## src/hdl/dehs_pkg.sv

```systemverilog
`default_nettype none
// ----------------------------------------------------------------------------
// dehs_pkg
// Shared types and constants for the debounced edge homing sequencer.
// ----------------------------------------------------------------------------
package dehs_pkg;

    // switch lanes: spare, rod, barrier
    localparam int NSW = 3;
    localparam int LANE_SPARE   = 0;
    localparam int LANE_ROD     = 1;
    localparam int LANE_BARRIER = 2;

    // port bit of each switch lane
    localparam logic [2:0] SW_BIT [NSW] = '{3'd2, 3'd3, 3'd4};

    localparam int PORT_W    = 8;
    localparam int LOCKOUT_W = 10;
    localparam int ELAPSED_W = 16;
    localparam int CFG_W     = 16;

    localparam logic [PORT_W-1:0]    PORT_RESET    = 8'hFF;
    localparam logic [LOCKOUT_W-1:0] LOCKOUT_RESET = 10'd20;
    localparam logic [ELAPSED_W-1:0] HOMING_RESET  = 16'd2000;
    localparam logic [ELAPSED_W-1:0] ELAPSED_MAX   = 16'hFFFF;

    // action codes
    localparam logic [1:0] ACT_SAMPLE = 2'd0;
    localparam logic [1:0] ACT_TICK   = 2'd1;
    localparam logic [1:0] ACT_STEP   = 2'd2;

    // actuator command codes
    localparam logic [1:0] CMD_NONE  = 2'd0;
    localparam logic [1:0] CMD_DRIVE = 2'd1;
    localparam logic [1:0] CMD_STOP  = 2'd2;

    // configuration register indexes
    localparam logic CFG_LOCKOUT = 1'b0;
    localparam logic CFG_HOMING  = 1'b1;

    // decoded request going into the state units
    typedef struct packed {
        logic              sample;
        logic              tick;
        logic              step;
        logic [PORT_W-1:0] port;
    } t_ctl;

    // homing unit result
    typedef struct packed {
        logic [1:0]           arm;
        logic [1:0]           bar;
        logic [1:0]           rod;
        logic                 running;
        logic [ELAPSED_W-1:0] elapsed;
    } t_res;

endpackage
`default_nettype wire

```

## src/hdl/dehs_switch.sv

```systemverilog
`default_nettype none
// ----------------------------------------------------------------------------
// dehs_switch
// Falling edge detection with per-switch lockout timers and sticky flags.
// ----------------------------------------------------------------------------
module dehs_switch
    import dehs_pkg::*;
(
    input  wire logic                 i_clk,
    input  wire logic                 i_rst_n,
    input  wire t_ctl                 i_ctl,
    input  wire logic [LOCKOUT_W-1:0] i_lockout_ms,
    output logic      [NSW-1:0]       o_edge_seen,
    output logic      [NSW-1:0]       o_edge_next
);

    logic [PORT_W-1:0]    r_prev, n_prev;
    logic [NSW-1:0]       r_edge, n_edge;
    logic [NSW-1:0]       r_act, n_act;
    logic [LOCKOUT_W-1:0] r_cnt [NSW];
    logic [LOCKOUT_W-1:0] n_cnt [NSW];

    // per-lane edge capture and lockout countdown
    always_comb begin
        logic [LOCKOUT_W-1:0] v_inc;
        n_prev = r_prev;
        n_edge = r_edge;
        n_act  = r_act;
        v_inc  = '0;
        for (int i = 0; i < NSW; i++) begin
            n_cnt[i] = r_cnt[i];
            if (i_ctl.sample) begin
                if (!i_ctl.port[SW_BIT[i]] && r_prev[SW_BIT[i]] && !r_act[i]) begin
                    n_edge[i] = 1'b1;
                    n_act[i]  = 1'b1;
                    n_cnt[i]  = '0;
                end
            end
            if (i_ctl.tick && r_act[i]) begin
                v_inc = r_cnt[i] + LOCKOUT_W'(1);
                if (v_inc >= i_lockout_ms) begin
                    n_act[i] = 1'b0;
                    n_cnt[i] = '0;
                end else begin
                    n_cnt[i] = v_inc;
                end
            end
        end
        if (i_ctl.sample) begin
            n_prev = i_ctl.port;
        end
    end

    // state registers
    always_ff @(posedge i_clk) begin
        if (!i_rst_n) begin
            r_prev <= PORT_RESET;
            r_edge <= '0;
            r_act  <= '0;
            for (int i = 0; i < NSW; i++) begin
                r_cnt[i] <= '0;
            end
        end else begin
            r_prev <= n_prev;
            r_edge <= n_edge;
            r_act  <= n_act;
            for (int i = 0; i < NSW; i++) begin
                r_cnt[i] <= n_cnt[i];
            end
        end
    end

    assign o_edge_seen = r_edge;
    assign o_edge_next = n_edge;

endmodule
`default_nettype wire

```

## src/hdl/dehs_homing.sv

```systemverilog
`default_nettype none
// ----------------------------------------------------------------------------
// dehs_homing
// Homing step sequencing and saturating elapsed tick counter.
// ----------------------------------------------------------------------------
module dehs_homing
    import dehs_pkg::*;
(
    input  wire logic                 i_clk,
    input  wire logic                 i_rst_n,
    input  wire t_ctl                 i_ctl,
    input  wire logic [ELAPSED_W-1:0] i_homing_ms,
    input  wire logic [NSW-1:0]       i_edge_seen,
    output t_res                      o_res
);

    logic                 r_en, n_en;
    logic [ELAPSED_W-1:0] r_el, n_el;
    logic [1:0]           w_arm, w_bar, w_rod;

    // counter update and command selection
    always_comb begin
        n_en  = r_en;
        n_el  = r_el;
        w_arm = CMD_NONE;
        w_bar = CMD_NONE;
        w_rod = CMD_NONE;
        if (i_ctl.tick && r_en && (r_el != ELAPSED_MAX)) begin
            n_el = r_el + ELAPSED_W'(1);
        end
        if (i_ctl.step) begin
            n_en = 1'b1;
            if (r_el < i_homing_ms) begin
                w_arm = CMD_DRIVE;
                w_bar = CMD_DRIVE;
                // barrier home: stop it and raise the rod until its edge
                if (i_edge_seen[LANE_BARRIER]) begin
                    w_bar = CMD_STOP;
                    w_rod = i_edge_seen[LANE_ROD] ? CMD_STOP : CMD_DRIVE;
                end
            end else begin
                w_arm = CMD_STOP;
                n_el  = '0;
                n_en  = 1'b0;
            end
        end
    end

    // state registers
    always_ff @(posedge i_clk) begin
        if (!i_rst_n) begin
            r_en <= 1'b0;
            r_el <= '0;
        end else begin
            r_en <= n_en;
            r_el <= n_el;
        end
    end

    assign o_res = '{arm: w_arm, bar: w_bar, rod: w_rod, running: n_en, elapsed: n_el};

endmodule
`default_nettype wire

```

## src/hdl/debounced_edge_homing_sequencer.sv

```systemverilog
`default_nettype none
// ----------------------------------------------------------------------------
// debounced_edge_homing_sequencer
// Limit switch edge debounce with lockout timers and a timed homing sequence.
// ----------------------------------------------------------------------------
// flow: a request is held in the input register, then its result in the result
// register; throughput: one request per cycle while the result channel does not
// stall, the state update between the two registers being combinational
// reset: synchronous active low; port history all ones, flags, timers and
// counter cleared, lockout_ms 20, homing_ms 2000
module debounced_edge_homing_sequencer
    import dehs_pkg::*;
(
    input  wire logic                 i_clk,
    input  wire logic                 i_rst_n,
    // request channel
    input  wire logic                 i_in_valid,
    output logic                      o_in_stall,
    input  wire logic [1:0]           i_action,
    input  wire logic [PORT_W-1:0]    i_port_value,
    // result channel
    output logic                      o_out_valid,
    input  wire logic                 i_out_stall,
    output logic      [1:0]           o_arm_cmd,
    output logic      [1:0]           o_barrier_cmd,
    output logic      [1:0]           o_rod_cmd,
    output logic      [NSW-1:0]       o_edge_flags,
    output logic                      o_homing_running,
    output logic      [ELAPSED_W-1:0] o_elapsed_ms,
    // configuration write channel
    input  wire logic                 i_cfg_valid,
    output logic                      o_cfg_ready,
    input  wire logic                 i_cfg_index,
    input  wire logic [CFG_W-1:0]     i_cfg_data
);

    logic                 r_s1_vld;
    logic [1:0]           r_s1_action;
    logic [PORT_W-1:0]    r_s1_port;
    logic                 r_out_vld;
    logic [LOCKOUT_W-1:0] r_lockout_ms;
    logic [ELAPSED_W-1:0] r_homing_ms;
    logic                 w_adv;
    logic                 w_fire;
    t_ctl                 w_ctl;
    logic [NSW-1:0]       w_edge_seen;
    logic [NSW-1:0]       w_edge_next;
    t_res                 w_res;

    // configuration registers
    assign o_cfg_ready = 1'b1;

    always_ff @(posedge i_clk) begin
        if (!i_rst_n) begin
            r_lockout_ms <= LOCKOUT_RESET;
            r_homing_ms  <= HOMING_RESET;
        end else if (i_cfg_valid) begin
            unique case (i_cfg_index)
                CFG_LOCKOUT: r_lockout_ms <= i_cfg_data[LOCKOUT_W-1:0];
                CFG_HOMING:  r_homing_ms  <= i_cfg_data[ELAPSED_W-1:0];
                default:     ;
            endcase
        end
    end

    // pipeline flow control
    assign w_adv      = !r_out_vld || !i_out_stall;
    assign o_in_stall = r_s1_vld && !w_adv;
    assign w_fire     = r_s1_vld && w_adv;

    // input register
    always_ff @(posedge i_clk) begin
        if (!i_rst_n) begin
            r_s1_vld <= 1'b0;
        end else if (!o_in_stall) begin
            r_s1_vld <= i_in_valid;
        end
    end

    always_ff @(posedge i_clk) begin
        if (i_in_valid && !o_in_stall) begin
            r_s1_action <= i_action;
            r_s1_port   <= i_port_value;
        end
    end

    // action decode
    always_comb begin
        w_ctl      = '0;
        w_ctl.port = r_s1_port;
        unique case (r_s1_action)
            ACT_SAMPLE: w_ctl.sample = w_fire;
            ACT_TICK:   w_ctl.tick   = w_fire;
            ACT_STEP:   w_ctl.step   = w_fire;
            default:    ;
        endcase
    end

    dehs_switch u_switch (
        .i_clk        (i_clk),
        .i_rst_n      (i_rst_n),
        .i_ctl        (w_ctl),
        .i_lockout_ms (r_lockout_ms),
        .o_edge_seen  (w_edge_seen),
        .o_edge_next  (w_edge_next)
    );

    dehs_homing u_homing (
        .i_clk       (i_clk),
        .i_rst_n     (i_rst_n),
        .i_ctl       (w_ctl),
        .i_homing_ms (r_homing_ms),
        .i_edge_seen (w_edge_seen),
        .o_res       (w_res)
    );

    // result register
    always_ff @(posedge i_clk) begin
        if (!i_rst_n) begin
            r_out_vld <= 1'b0;
        end else if (w_adv) begin
            r_out_vld <= r_s1_vld;
        end
    end

    always_ff @(posedge i_clk) begin
        if (w_fire) begin
            o_arm_cmd        <= w_res.arm;
            o_barrier_cmd    <= w_res.bar;
            o_rod_cmd        <= w_res.rod;
            o_edge_flags     <= w_edge_next;
            o_homing_running <= w_res.running;
            o_elapsed_ms     <= w_res.elapsed;
        end
    end

    assign o_out_valid = r_out_vld;

endmodule
`default_nettype wire
```

## config.mk

```make
export PLATFORM = sky130hd
export DESIGN_NAME = debounced_edge_homing_sequencer
export DESIGN_NICKNAME = d
export VERILOG_FILES = /design/src/hdl/dehs_pkg.sv /design/src/hdl/dehs_switch.sv /design/src/hdl/dehs_homing.sv /design/src/hdl/debounced_edge_homing_sequencer.sv
export SDC_FILE = /design/constraint.sdc
export NUM_CORES = 1
export LEC_CHECK = 0
export BUFFER_PORTS_ARGS = -buffer_cell sky130_fd_sc_hd__buf_2
export CAP_MARGIN = 20
export CORE_ASPECT_RATIO = 1.4
export CORE_MARGIN = 1.5
export CORE_UTILIZATION = 55
export CTS_BUF_LIST = sky130_fd_sc_hd__clkbuf_16
export DETAILED_ROUTE_END_ITERATION = 8
export GPL_TIMING_DRIVEN = 0
export PLACE_DENSITY = 0.79
export SYNTH_ARGS = -nofsm -noshare
export SYNTH_HDL_FRONTEND = slang
export SYNTH_HIERARCHICAL = 1
export SYNTH_SLANG_ARGS = --single-unit
export TNS_END_PERCENT = 30
```

## constraint.sdc

```tcl
create_clock -name i_clk -period 3 [get_ports i_clk]
set_clock_uncertainty 0.1 [all_clocks]
set_input_delay 0.6 -clock i_clk [delete_from_list [all_inputs] [get_ports i_clk]]
set_output_delay 0.6 -clock i_clk [all_outputs]
set_load 0.005 [all_outputs]
```

==> qor.csv <==
metric,value,unit
multiInputGateArea,3400,um2
clk-insertion-delay-late,0.41,ns
p_per_area,520,nW/um2
hold_path_class,input pin to flop,
crit_type,flop to flop,
hold_buffers,0,
slew-limit-headroom,0.564,
clock.fmax,364,MHz
setup-violations-final,0,
clock-sinks,115,
cap_violations,0,
hpwl,10900,um
antenna_found_initial,0,
via_count,5120,
via_per_inst,5.90,
io_pins,61,
path_cells,"ha_1, nand4_1, nor2_1, xor2_1, ha_1, nand4_1, a211oi_1, nor3_2, buf_2, a32oi_1, nor2b_1",
wl_per_cell,17.2,um
worstPathArrival,2.99,ns
fin_crit,2.74,ns
core_area,11300,um2
hold_ws,0.263,ns
antenna_left,0,
rsz0062_at_grt,no,
layout.cells.non_filler,868,
dp.cells,835,
drt_iter0_markers,363,
internal-power,0.00302,W
path_clk_slew,0.05,ns
grt_max_degree,27,
critical_path.max_stage_delay,0.43,ns
chipWidth,93.9,um
final-hold-violation-count,0,
root_buffer,clkbuf_16,
p_sw_frac,0.217,
drtPass1Iterations,6,
portBuffers,54,
routed_wl,14900,um
slew_violations,0,
avgSynthCellArea,9.99,um2
power_frac_seq,0.431,
synth_area,6370,um2
final-seq-area,2610,um2
grt_pass1_vias,5110,
numCtsBuffers,17,
synth_cells,637,
syn_nets,718,
grt_pass1_wl,23900,um
clock_path_buffers,2,
die_area,12200,um2
p_switching,0.000838,W
fill_cells,893,
crit_slowest_cell,dfxtp_1,
area_growth,16.4,%
required,3.24,ns
status,"finished, final reports clean",
p_clk_frac,0.506,
setup_tns,0,ns
worst_ir_drop_vdd,0.429,mV
grt_overflow,0,
start_util,0.564,
cpLargestDelayFamily,simple AND/OR/NAND/NOR gates,
place.gp.congestion,0.895,
htree_num_levels,4,
cp-start-kind,flop,
dieHeight,130,um
path_max_fanout,10,
finalPower,0.00386,W
nNetsFinal,792,
tightest_slew,0.645,ns
num_rows,46,
synth_warnings,6,
fin_crit_sh,0.915,
antenna_cells,0,
p_leak,3.16,nW
path_buf_inv,1,
grt_usage,0.254,
power_frac_comb,0.062,
worstSetupEndpointType,flop,
cts_tree,done,
drcViolationCount,0,
drive_gt1_frac,0.227,
per-layer routing:
metal,wire (um),GRT usage,vias to the layer above,part of all wire
met5,0,0,-,0
met1,5740,0.251,2453,0.38
met3,634,0.0693,40,0.042
met4,450,0.122,0,0.030
met2,8120,0.483,170,0.54
li1,-,-,2457,-
registers in the layout, indices dropped and copies added, names as in the netlist:
signal                cells
u_switch/r_cnt           30
u_switch/r_prev           3
u_homing/r_en             1
o_rod_cmd                 2
u_switch/o_edge_seen      3
o_homing_running          1
r_s1_action               2
o_out_valid               1
u_homing/r_el            16
o_barrier_cmd             2
u_switch/r_act            3
r_homing_ms              16
r_lockout_ms             10
r_s1_port                 3
o_arm_cmd                 2
o_edge_flags              3
r_s1_vld                  1
o_elapsed_ms             16
per-stage QoR:
| step | util | setup slack (ns) | area [um2] |
|---|---|---|---|
| finish | 0.657 | 0.255 | 7410 |
| global placement | 0.604 | 0.365 | 6820 |
| floorplan | - | 0.625 | 6370 |
| detailed placement | 0.604 | 0.217 | 6820 |
| global route | 0.657 | 0.0307 | 7410 |
| CTS | 0.655 | 0.191 | 7390 |
final cells by class:
cell class / instances / share of cell area
buffer: 31 / 0.0268
clock buffer: 17 / 0.0574
clock inverter: 15 / 0.0199
inverter: 42 / 0.0213
multi-input combinational: 449 / 0.459
sequential: 115 / 0.352
tap: 144 / 0.0243
timing repair buffer: 55 / 0.0385
power by group through the flow:
stage | Clock [W] | Combinational, W | Sequential [W]
finish | 0.00195 | 0.000240 | 0.00166
global route | 0.00205 | 0.000264 | 0.00167
CTS | 0.00198 | 0.000238 | 0.00166
detailed placement | 0 | 0.000236 | 0.00169
global placement | 0 | 0.000227 | 0.00169
floorplan | 0 | 0.000151 | 0.00169
cell usage in the layout (no fill, tap or decap), types with 7 or more instances in the layout:
master     count
o211ai_1       7
dfxtp_1       84
a211oi_1       9
nor2_2         8
nor3_1         9
clkbuf_16     17
nand3_1       25
edfxtp_1      31
mux2i_1       16
xnor2_1       25
inv_1         43
nand4_1       20
buf_2         71
or2_2          8
nor2_1        33
ha_1          48
nor2b_1       32
a32oi_1       21
a21oi_1       16
nand2_1       60
and2_1         7
what timing repair did:
item | 4_1_cts | 5_1_grt
buffers inserted | 0 | 0
gates resized for setup | 0 | 2
setup endpoints to repair | 0 | 11
worst paths after layout:
path / start / end / slack (ns) / cells after the start
setup / recovery: u_switch/r_cnt[0][20]$_SDFFE_PN0P_ / u_switch/r_cnt[0][23]$_SDFFE_PN0P_ / 0.26 / 11
hold / removal: i_port_value[3] / r_s1_port[3]$_DFFE_PP_ / 0.26 / 1
setup reg to reg: u_switch/r_cnt[0][20]$_SDFFE_PN0P_ / u_switch/r_cnt[0][23]$_SDFFE_PN0P_ / 0.26 / 11
hold reg to reg: r_homing_ms[15]$_SDFFE_PN0P_ / r_homing_ms[15]$_SDFFE_PN0P_ / 0.36 / 2
No activity file was read; power rests on OpenSTA's default activity.
